===== src/sv/ldlc_pkg.sv =====
// Package for the LED dimming level calculator.
// Holds the item types, mode/status/register codes and the divider step functions.
// No dependencies.
package ldlc_pkg;

  // Number of quotient bits, one per divider stage.
  localparam int DIV_STAGES = 16;

  localparam logic [15:0] SENSOR_LIMIT = 16'd4095;

  typedef enum logic [1:0] {
    MODE_MANUAL     = 2'd0,
    MODE_AUTOSENSOR = 2'd1,
    MODE_AUTOTIME   = 2'd2,
    MODE_INVALID    = 2'd3
  } mode_t;

  typedef enum logic [2:0] {
    ST_OK      = 3'd0,
    ST_SENSOR  = 3'd1,
    ST_THRESH  = 3'd2,
    ST_MODE    = 3'd3,
    ST_ENCODER = 3'd4
  } status_t;

  typedef enum logic [2:0] {
    CFG_MODE            = 3'd0,
    CFG_THRESHOLD_LOW   = 3'd1,
    CFG_THRESHOLD_HIGH  = 3'd2,
    CFG_AUTO_FULL_SCALE = 3'd3,
    CFG_PWM_MAX         = 3'd4,
    CFG_ENC_WRAP        = 3'd5
  } cfg_index_t;

  localparam mode_t       RST_MODE            = MODE_AUTOSENSOR;
  localparam logic [11:0] RST_THRESHOLD_LOW   = 12'd400;
  localparam logic [11:0] RST_THRESHOLD_HIGH  = 12'd1800;
  localparam logic [15:0] RST_AUTO_FULL_SCALE = 16'd1279;
  localparam logic [15:0] RST_PWM_MAX         = 16'd1279;
  localparam logic [15:0] RST_ENC_WRAP        = 16'd99;

  typedef struct packed {
    logic [15:0] light_sample;
    logic [15:0] encoder_count;
  } item_t;

  typedef struct packed {
    logic [15:0] fill;
    logic [2:0]  status;
  } result_t;

  // Classified request handed from the front to the divider.
  typedef struct packed {
    logic        use_div;
    logic        neg;
    logic [15:0] base;
    status_t     status;
    logic [31:0] product;
    logic [15:0] divisor;
  } div_entry_t;

  // One stage of the restoring divider.
  typedef struct packed {
    logic        use_div;
    logic        neg;
    logic [15:0] base;
    status_t     status;
    logic [15:0] rem;
    logic [15:0] nq;
    logic [15:0] divisor;
  } div_stage_t;

  function automatic div_stage_t div_load(div_entry_t e);
    div_stage_t s;
    s.use_div = e.use_div;
    s.neg     = e.neg;
    s.base    = e.base;
    s.status  = e.status;
    s.rem     = e.product[31:16];
    s.nq      = e.product[15:0];
    s.divisor = e.divisor;
    return s;
  endfunction

  // One quotient bit: shift in the next dividend bit, compare and subtract.
  function automatic div_stage_t div_step(div_stage_t s);
    logic [16:0] r2;
    logic [16:0] diff;
    logic        ge;
    div_stage_t  o;
    r2   = {s.rem, s.nq[15]};
    diff = r2 - {1'b0, s.divisor};
    ge   = (r2 >= {1'b0, s.divisor});
    o    = s;
    o.rem = ge ? diff[15:0] : r2[15:0];
    o.nq  = {s.nq[14:0], ge};
    return o;
  endfunction

endpackage


===== src/sv/ldlc_fifo.sv =====
// Small register-based FIFO used between the front and the divider and at the output.
// No package dependencies.
module ldlc_fifo #(
  parameter int WIDTH      = 1,
  parameter int DEPTH_LOG2 = 2
) (
  input  logic             clk,
  input  logic             rst,
  input  logic             wr_en,
  input  logic [WIDTH-1:0] wr_data,
  output logic             full,
  input  logic             rd_en,
  output logic [WIDTH-1:0] rd_data,
  output logic             empty
);

  localparam int DEPTH = 2 ** DEPTH_LOG2;

  logic [WIDTH-1:0]      mem [DEPTH];
  logic [DEPTH_LOG2-1:0] wr_ptr;
  logic [DEPTH_LOG2-1:0] rd_ptr;
  logic [DEPTH_LOG2:0]   count;
  logic                  do_wr;
  logic                  do_rd;

  assign full    = (count == (DEPTH_LOG2 + 1)'(DEPTH));
  assign empty   = (count == '0);
  assign do_wr   = wr_en && !full;
  assign do_rd   = rd_en && !empty;
  assign rd_data = mem[rd_ptr];

  always_ff @(posedge clk) begin
    if (rst) begin
      wr_ptr <= '0;
      rd_ptr <= '0;
      count  <= '0;
    end else begin
      if (do_wr) wr_ptr <= wr_ptr + 1'b1;
      if (do_rd) rd_ptr <= rd_ptr + 1'b1;
      if (do_wr && !do_rd) begin
        count <= count + 1'b1;
      end else if (do_rd && !do_wr) begin
        count <= count - 1'b1;
      end
    end
  end

  always_ff @(posedge clk) begin
    if (do_wr) mem[wr_ptr] <= wr_data;
  end

endmodule


===== src/sv/ldlc_front.sv =====
// Front end: configuration registers, input acceptance, classification and multiply.
// Depends on ldlc_pkg.
module ldlc_front (
  input  logic                clk,
  input  logic                rst,
  input  logic                cfg_write,
  input  logic [2:0]          cfg_index,
  input  logic [15:0]         cfg_data,
  input  logic                push,
  input  ldlc_pkg::item_t     item,
  output logic                full,
  input  logic                mid_full,
  output logic                mid_push,
  output ldlc_pkg::div_entry_t mid_entry
);

  import ldlc_pkg::*;

  mode_t       mode;
  logic [11:0] threshold_low;
  logic [11:0] threshold_high;
  logic [15:0] auto_full_scale;
  logic [15:0] pwm_max;
  logic [15:0] enc_wrap;

  logic        stage_vld;
  div_entry_t  stage;
  div_entry_t  stage_next;
  logic        accept;

  logic [15:0] mult_a;
  logic [15:0] mult_b;
  logic [11:0] offset;
  logic [11:0] span;

  always_ff @(posedge clk) begin
    if (rst) begin
      mode            <= RST_MODE;
      threshold_low   <= RST_THRESHOLD_LOW;
      threshold_high  <= RST_THRESHOLD_HIGH;
      auto_full_scale <= RST_AUTO_FULL_SCALE;
      pwm_max         <= RST_PWM_MAX;
      enc_wrap        <= RST_ENC_WRAP;
    end else if (cfg_write) begin
      case (cfg_index_t'(cfg_index))
        CFG_MODE:            mode            <= mode_t'(cfg_data[1:0]);
        CFG_THRESHOLD_LOW:   threshold_low   <= cfg_data[11:0];
        CFG_THRESHOLD_HIGH:  threshold_high  <= cfg_data[11:0];
        CFG_AUTO_FULL_SCALE: auto_full_scale <= cfg_data;
        CFG_PWM_MAX:         pwm_max         <= cfg_data;
        CFG_ENC_WRAP:        enc_wrap        <= cfg_data;
        default: ;
      endcase
    end
  end

  assign full     = stage_vld && mid_full;
  assign accept   = push && !full;
  assign mid_push = stage_vld && !mid_full;
  assign mid_entry = stage;

  assign offset = item.light_sample[11:0] - threshold_low;
  assign span   = threshold_high - threshold_low;

  always_comb begin
    mult_a = auto_full_scale;
    mult_b = {4'd0, offset};
    stage_next.use_div = 1'b0;
    stage_next.neg     = 1'b0;
    stage_next.base    = '0;
    stage_next.status  = ST_OK;
    stage_next.divisor = {4'd0, span};
    unique case (mode)
      MODE_MANUAL: begin
        mult_a = pwm_max;
        mult_b = item.encoder_count;
        stage_next.divisor = enc_wrap;
        if (enc_wrap == '0 || item.encoder_count > enc_wrap) begin
          stage_next.status = ST_ENCODER;
        end else begin
          stage_next.use_div = 1'b1;
          stage_next.neg     = 1'b1;
          stage_next.base    = pwm_max;
        end
      end
      MODE_AUTOSENSOR: begin
        priority if (item.light_sample > SENSOR_LIMIT) begin
          stage_next.status = ST_SENSOR;
        end else if (item.light_sample < {4'd0, threshold_low}) begin
          stage_next.base = '0;
        end else if (item.light_sample > {4'd0, threshold_high}) begin
          stage_next.base = auto_full_scale;
        end else if (threshold_low >= threshold_high || threshold_low == '0 ||
                     threshold_high == '0) begin
          stage_next.status = ST_THRESH;
        end else begin
          stage_next.use_div = 1'b1;
        end
      end
      MODE_AUTOTIME: begin
        stage_next.base = '0;
      end
      MODE_INVALID: begin
        stage_next.status = ST_MODE;
      end
    endcase
    // Items that need no division carry a zero dividend.
    stage_next.product = stage_next.use_div ? (mult_a * mult_b) : 32'd0;
  end

  always_ff @(posedge clk) begin
    if (rst) begin
      stage_vld <= 1'b0;
    end else if (accept) begin
      stage_vld <= (mode != MODE_AUTOTIME);
    end else if (mid_push) begin
      stage_vld <= 1'b0;
    end
  end

  always_ff @(posedge clk) begin
    if (accept) stage <= stage_next;
  end

endmodule


===== src/sv/ldlc_back.sv =====
// Back end: pipelined restoring divider, one quotient bit per stage, and fill assembly.
// Depends on ldlc_pkg.
module ldlc_back (
  input  logic                 clk,
  input  logic                 rst,
  input  logic                 mid_empty,
  input  ldlc_pkg::div_entry_t mid_entry,
  output logic                 mid_pop,
  input  logic                 out_full,
  output logic                 out_push,
  output ldlc_pkg::result_t    out_item
);

  import ldlc_pkg::*;

  div_stage_t            pipe [DIV_STAGES];
  logic [DIV_STAGES-1:0] vld;
  logic                  adv;
  div_stage_t            last;

  // The whole pipeline holds only when its last result cannot leave.
  assign adv     = !(vld[DIV_STAGES-1] && out_full);
  assign mid_pop = adv && !mid_empty;
  assign last    = pipe[DIV_STAGES-1];
  assign out_push = vld[DIV_STAGES-1] && !out_full;

  always_ff @(posedge clk) begin
    if (rst) begin
      vld <= '0;
    end else if (adv) begin
      vld <= {vld[DIV_STAGES-2:0], !mid_empty};
    end
  end

  always_ff @(posedge clk) begin
    if (adv) begin
      pipe[0] <= div_step(div_load(mid_entry));
      for (int k = 1; k < DIV_STAGES; k++) begin
        pipe[k] <= div_step(pipe[k-1]);
      end
    end
  end

  always_comb begin
    out_item.status = last.status;
    if (!last.use_div) begin
      out_item.fill = last.base;
    end else if (last.neg) begin
      out_item.fill = last.base - last.nq;
    end else begin
      out_item.fill = last.nq;
    end
  end

endmodule


===== src/sv/led_dimming_level_calc_unit.sv =====
// LED dimming level calculator: top level joining front end, request queue, divider and
// result queue. Depends on ldlc_pkg, ldlc_front, ldlc_fifo and ldlc_back.
// A request passes the front stage register, request queue, divider and result queue.
// One request per cycle through the 16-stage divider while the result queue has room.
// Reset loads the default configuration and empties both queues and the divider.
module led_dimming_level_calc_unit #(
  parameter int MID_DEPTH_LOG2 = 2,
  parameter int OUT_DEPTH_LOG2 = 2
) (
  input  logic              clk,
  input  logic              rst,
  input  logic              cfg_valid,
  output logic              cfg_ready,
  input  logic [2:0]        cfg_index,
  input  logic [15:0]       cfg_data,
  input  logic              push,
  output logic              full,
  input  ldlc_pkg::item_t   item,
  input  logic              pop,
  output logic              empty,
  output ldlc_pkg::result_t result
);

  import ldlc_pkg::*;

  // The front end classifies each request and forms the dividend with a single
  // 16x16 multiply. Autotime requests are taken and dropped there, so they never
  // reach the divider and produce no result.
  logic       mid_push;
  logic       mid_full;
  div_entry_t mid_wr;
  logic       mid_pop;
  logic       mid_empty;
  div_entry_t mid_rd;

  // Result path: the divider output lands in a small queue so the divider keeps
  // working while the consumer pauses.
  logic    out_push;
  logic    out_full;
  result_t out_wr;

  // Configuration writes are always accepted.
  assign cfg_ready = 1'b1;

  ldlc_front u_front (
    .clk       (clk),
    .rst       (rst),
    .cfg_write (cfg_valid && cfg_ready),
    .cfg_index (cfg_index),
    .cfg_data  (cfg_data),
    .push      (push),
    .item      (item),
    .full      (full),
    .mid_full  (mid_full),
    .mid_push  (mid_push),
    .mid_entry (mid_wr)
  );

  // Request queue between the front end and the divider.
  ldlc_fifo #(
    .WIDTH      ($bits(div_entry_t)),
    .DEPTH_LOG2 (MID_DEPTH_LOG2)
  ) u_mid_fifo (
    .clk     (clk),
    .rst     (rst),
    .wr_en   (mid_push),
    .wr_data (mid_wr),
    .full    (mid_full),
    .rd_en   (mid_pop),
    .rd_data (mid_rd),
    .empty   (mid_empty)
  );

  // The divider computes floor(product / divisor); the quotient always fits in
  // 16 bits because the multiplier operand never exceeds the divisor.
  ldlc_back u_back (
    .clk       (clk),
    .rst       (rst),
    .mid_empty (mid_empty),
    .mid_entry (mid_rd),
    .mid_pop   (mid_pop),
    .out_full  (out_full),
    .out_push  (out_push),
    .out_item  (out_wr)
  );

  // Result queue; its head drives the result port directly.
  ldlc_fifo #(
    .WIDTH      ($bits(result_t)),
    .DEPTH_LOG2 (OUT_DEPTH_LOG2)
  ) u_out_fifo (
    .clk     (clk),
    .rst     (rst),
    .wr_en   (out_push),
    .wr_data (out_wr),
    .full    (out_full),
    .rd_en   (pop),
    .rd_data (result),
    .empty   (empty)
  );

endmodule

===== config.mk =====
export PLATFORM = sky130hd
export DESIGN_NAME = led_dimming_level_calc_unit
export DESIGN_NICKNAME = d
export VERILOG_FILES = /design/src/sv/ldlc_pkg.sv /design/src/sv/ldlc_fifo.sv /design/src/sv/ldlc_front.sv /design/src/sv/ldlc_back.sv /design/src/sv/led_dimming_level_calc_unit.sv
export SDC_FILE = /design/constraint.sdc
export NUM_CORES = 2
export LEC_CHECK = 0
export ABC_AREA = 1
export ABC_CLOCK_PERIOD_IN_PS = 84000
export BUFFER_PORTS_ARGS = -buffer_cell sky130_fd_sc_hd__buf_2
export CAP_MARGIN = 20
export CORE_MARGIN = 2
export CORE_UTILIZATION = 25
export CTS_BUF_LIST = sky130_fd_sc_hd__clkbuf_4 sky130_fd_sc_hd__clkbuf_8
export DETAILED_ROUTE_END_ITERATION = 6
export GPL_TIMING_DRIVEN = 0
export REMOVE_ABC_BUFFERS = 1
export SLEW_MARGIN = 20
export SYNTH_ARGS = -nofsm -noshare
export SYNTH_HDL_FRONTEND = slang
export SYNTH_SLANG_ARGS = --single-unit

===== constraint.sdc =====
create_clock -name clk -period 84 [get_ports clk]
set_input_delay 4.2 -clock clk [delete_from_list [all_inputs] [get_ports clk]]
set_output_delay 4.2 -clock clk [all_outputs]
set_load 0.05 [all_outputs]

# After elaboration in Yosys (flattened, before gate mapping)
# Memories as Yosys holds them, arrays and structs flattened. A register that Yosys moved wholly into a read port is not among the register bits.
# Cells that the tools add are included.
# totals
regBits,174
mem_count,3
out_inout_bits,22
mem_bits_rw,1456
input_bits,56
# op_classes
mul,1
n_reduce_logical,43
eq_ne,10
muxes,52
order_cmp,21
add_sub_neg,27
# memory_table
name,words,width,rd,rd_ports_with_merged_regs,wr,line_no,source
u_back.pipe,16,69,16,0,16,ldlc_back.sv:16,div_stage_t pipe [DIV_STAGES];
u_mid_fifo.mem,4,69,1,1,1,ldlc_fifo.sv:19,logic [WIDTH-1:0] mem [DEPTH];
u_out_fifo.mem,4,19,1,1,1,ldlc_fifo.sv:19,
# op_table
operator,count
two-way mux 16 bit,23
>= comparator 17 x 16 -> 1 bit,16
subtractor 16 bit,17
multiplier 16 x 16 -> 32 bit,1
case mux 16 bit (2 select lines),1
logical NOT 12 bit,2
two-way mux 3 bit,8
subtractor 12 bit,2
two-way mux 18 bit,1
greater-than comparator 16 x 12 -> 1 bit,1
greater-than comparator 16 x 12 -> 1 bit (second input constant),1
greater-than comparator 16 bit,1
logical NOT 16 bit,1
< comparator 16 x 12 -> 1 bit,1
logical AND 1 bit,14
equality test 3 bit (second input constant),4
>= comparator 12 bit,1
two-way mux 12 bit,1
AND reduction 2 bit,6
two-way mux 1 bit,11
logical NOT 1 bit,10
two-way mux 2 bit,5
logical NOT 3 bit,3
case mux 3 bit (3 select lines),1
12 further kinds,22

# Depth between registers and ports, before layout
# depth
word_depth,8
ltp_mapped,39
mapped_depth_nobuf,38

# Modules after synthesis
# A second synthesis with hierarchy kept.
# unflattened
cells_unflattened,8206
area_unflattened_um2,83450.0
# by_module_without_submodules
module,cells_each,seq_area_each_um2,area_each_um2,instances
ldlc_back,5070,32511.2,52759.4,1
ldlc_front,2143,3573.4,16599.7,1
ldlc_fifo at u_mid_fifo,737,8468.1,10725.3,1
ldlc_fifo at u_out_fifo,254,2462.4,3354.5,1
led_dimming_level_calc_unit,2,0.0,11.3,1

# Worst setup path after synthesis
# OpenSTA, ideal clock, no wires.
# synth_path
path_type,reg-to-reg
start,register u_out_fifo.count[0]
end,memory u_back.pipe[0][0] (netlist bit) (enable)
required_time_ns,82.148
setup_time_ns,1.852
path_stages_with_launch,6
path_slack_ns,52.443
arrival_time_ns,29.705
synth_period_minus_slack_ns,31.557
cell_sequence,dfxtp_1 nor2_1 nand2_1 nor2_1 clkinv_1 clkbuf_1
# synth_lines
item,line_no,source
from (decl),ldlc_fifo.sv:22,logic [DEPTH_LOG2:0] count;
from (signal assigned),ldlc_fifo.sv:41,count <= count + 1'b1;
from (signal assigned),ldlc_fifo.sv:43,count <= count - 1'b1;
to (decl),ldlc_back.sv:16,

# Worst setup path after layout
# layout_path
start,input port item[16] (netlist bit)
end,register u_front.stage (netlist bit u_front.mid_entry[44]) (data pin)
# layout_between
elab_chain_cells,5
elab_cells_between_ends,10
# layout_rtl
item,line_no,source
from (decl),led_dimming_level_calc_unit.sv:18,"input ldlc_pkg::item_t item,"
branches (longest 5 deep; another with multiplier 16 x 16 -> 32 bit),-,
to (signal assigned),ldlc_front.sv:122,if (accept) stage <= stage_next;
to (decl),ldlc_front.sv:27,div_entry_t stage;
# Parallel ways; which one is timed is not known.
# A chain may end at the register's enable or synchronous reset.

==> metrics.md <==
| Metric | Value |
|---|---|
| Outcome | complete, no violations |
| CP Launch Type | input pin |
| H-Tree Depth | 4 |
| Post-route ant nets | 0 |
| Rows | 208 |
| WL/cell | 14.7 µm |
| Post-route minimum period | 10.96 ns |
| DRC violations left | 0 |
| Max Freq | 91.2 MHz |
| CTS clk-pin slew, worst paths | 0.07 ns |
| CTS Sinks | about 1.6k |
| Yosys reg bits | 1602 |
| RSZ-0062 raised after global routing | false |
| FFs w/ async S/R, synth | 0 |
| Layout area overhead | 13.6% |
| Setup crit end | u_front.mid_entry[44] |
| Max Transition Viols Final | 0 |
| Largest net degree at the start of global routing | 90 |
| First-pass GRT wire length | approximately 280000 µm |
| Clock Latency Late Sink | 0.98 ns |
| Drt pass-1 iters | 6 |
| Initial antenna violation count | 10 |
| Root buf cell | clkbuf_8 |
| Mapped cell area | 80800 µm² |
| Port Buffer Count | 76 |
| Final TNS setup | 0 ns |
| Most frequent cell after synthesis | nand2_1 |
| Final RePlAce weighted congestion | ~0.90 |
| Post-DP HPWL | 131000 µm |
| Core Area | 321000 µm² |
| CP max stage cell | fa_1 |
| Clock Skew | 0.148 ns |
| Buffer count from post-CTS setup fixing | 0 |
| Synthesis Warnings | 0 |
| Number of CTS-inserted buffers | 241 |
| CP endpoint kind | register |
| Final hold violation count | 0 |
| Slowest stage delay, CP | between 0.5 and 0.6 ns |
| Finished Layout Cells | 12.3k |
| Hold buffers post-CTS | 0 |
| Post-Synthesis Cells | 7585 |
| Worst setup path class | in -> reg |
| Worst-Margin Slew | 1.18 ns |
| Final #Nets | roughly 8.5k |
| Worst hold path class | reg -> reg |
| Sequential fraction of the synthesis area | 0.582 |
| Via count | 52.8k |
| Most used DFF post-synth | edfxtp_1 |
| CTS tree | built |
| Hold WS | 0.314 ns |
| Worst reg-to-reg setup slack | 75.95 ns |
| Crit Path Max Fanout | 12 |
| Crit path launch | item[16] |
| GR Overflow Total | 0 |
| Mean Syn Cell Area | 10.7 µm² |
| Hold depth | 0 |
| Rel. slew slack | 0.206 |
| Die W | 572 µm |
| Unique cell type count in the Yosys netlist | 49 |
| Setup violators final | 0 |
| Initial Util | 0.251 |
| Die H | 572 µm |
| Gr usage total | 0.108 |
| Register-to-Register Path Depth | 32 |
| EDFF count, synth | 1493 |
| Num ports | 78 |
| Vias in the first global route | 51.5k |
| Share of post-route cells with drive strength above 1 | 0.0769 |
| Post-synth top area cell | edfxtp_1 |
| Critical Path Most Common Cell | nand2_1 |
| Initial DRC Count | 3913 |
| Synth top area cells | edfxtp_1 55%, nand2_1 7.5%, ha_1 6.8% |
| Placed cell count | 11.8k |
| Post-cts resize count | 0 |
| Vias/cell | 4.30 |
| FF-to-FF End | u_front.mid_entry[44] |
| Worst EP arrival | 11.56 ns |
| WP data required | 84.60 ns |
| Max_cap viols | 0 |
| DIE AREA | approximately 330000 µm² |
| Drt total wl | 181000 µm |
| Util after Layout | 0.286 |
| Worst reg2reg startpoint | u_front.threshold_low[0] |
| Bufs on Longest Clock Path | 4 |
| Fin crit share | 0.131 |
| Synth top area share | 0.555 |
| Most frequent cells after synthesis | 1604 x nand2_1, 1493 x edfxtp_1, 1019 x inv_1, 621 x nor2_1, 517 x nand3_1 |
==> state kept, by name, summed over array words and instances (netlist names), named ones only <==
| name | cells |
|---|---|
| u_mid_fifo.count | 3 |
| u_front.mid_entry | 69 |
| u_mid_fifo.mem | 276 |
| u_out_fifo.count | 3 |
| u_front.threshold_low | 12 |
| u_mid_fifo.wr_ptr | 2 |
| u_front.pwm_max | 16 |
| u_out_fifo.wr_ptr | 2 |
| u_out_fifo.rd_ptr | 2 |
| u_front.threshold_high | 12 |
| u_front.enc_wrap | 16 |
| u_mid_fifo.rd_ptr | 2 |
| u_front.stage_vld | 1 |
| u_front.auto_full_scale | 16 |
| u_back.vld | 16 |
| u_front.mode | 2 |
| u_back.pipe | 1072 |
| u_out_fifo.mem | 76 |
==> metal layers <==
layer | up-vias | track usage | wire (µm)
met1 | 25000 | 0.146 | 82100
met5 | - | 0 | 50
met2 | 1323 | 0.178 | 83000
li1 | 26200 | - | -
met3 | 304 | 0.0179 | 10600
met4 | 6 | 0.0327 | 4790
==> placed cells by master, fill, tap and decap left out, types with 45 or more instances in the layout <==
cell type / synthesis / final
ha_1: 437 / 437
a21oi_1: 403 / 403
clkbuf_8: 0 / 252
o22ai_1: 72 / 72
inv_1: 1019 / 1014
o21ai_0: 393 / 389
xnor2_1: 59 / 59
fa_1: 214 / 214
nand2_1: 1604 / 1604
nor2_1: 621 / 610
xor2_1: 107 / 107
dfxtp_1: 109 / 106
buf_2: 38 / 76
nand3_1: 517 / 516
clkbuf_4: 0 / 76
edfxtp_1: 1493 / 1493
clkinv_1: 7 / 53
nand4_1: 45 / 45
==> worst max-delay path, delay by kind of cell <==
| kind | cells | cell delay [ns] |
|---|---|---|
| fa+ha+maj | 9 | 4.00 |
| simple gates | 15 | 1.50 |
| buf+inv | 7 | 0.88 |
| compound gates | 2 | 0.72 |
| xor+xnor | 1 | 0.24 |
==> final cells by class <==
class                      count  area, µm²
inverter                    1028       3880
fill                       33200     230000
clock buffer                 328       4040
tap                         4305       5390
multi-input combinational   4786      29300
sequential                  1602      47000
antenna                        1       2.50
timing repair buffer         119       1410
clock inverter               100        783
==> cell families after synthesis <==
kind of cell | share of synthesized area
simple gates | 0.150
flops | 0.582
other cells | 0.0000464
fa+ha+maj | 0.121
buf+inv | 0.0573
xor+xnor | 0.0180
compound gates | 0.0721
==> how the worst min path moves through the flow <==
| stage | startpoint | to | slack [ns] |
|---|---|---|---|
| finish | u_back.pipe[4][27] | u_back.pipe[5][28] | 0.31 |
| global route | u_back.pipe[1][18] | u_back.pipe[2][19] | 0.35 |
| CTS | u_back.pipe[4][27] | u_back.pipe[5][28] | 0.31 |
| detailed placement | u_back.pipe[9][18] | u_back.pipe[10][19] | 0.40 |
| global placement | u_back.pipe[4][17] | u_back.pipe[5][18] | 0.40 |
| floorplan | u_back.pipe[9][16] | u_back.pipe[10][17] | 0.40 |
==> stage by stage <==
| step | setup slack (ns) | instance area [µm²] |
|---|---|---|
| final | 73.04 | 91800 |
| after global routing | 72.64 | 91800 |
| after CTS | 73.25 | 91700 |
| after detailed placement | 72.30 | 86900 |
| after global placement | 43.15 | 85800 |
| after floorplan | 55.07 | 80000 |
Power is left out: the tool's default activity adds up to more than one toggle a clock period on the data nets, which glitch-free logic cannot reach.
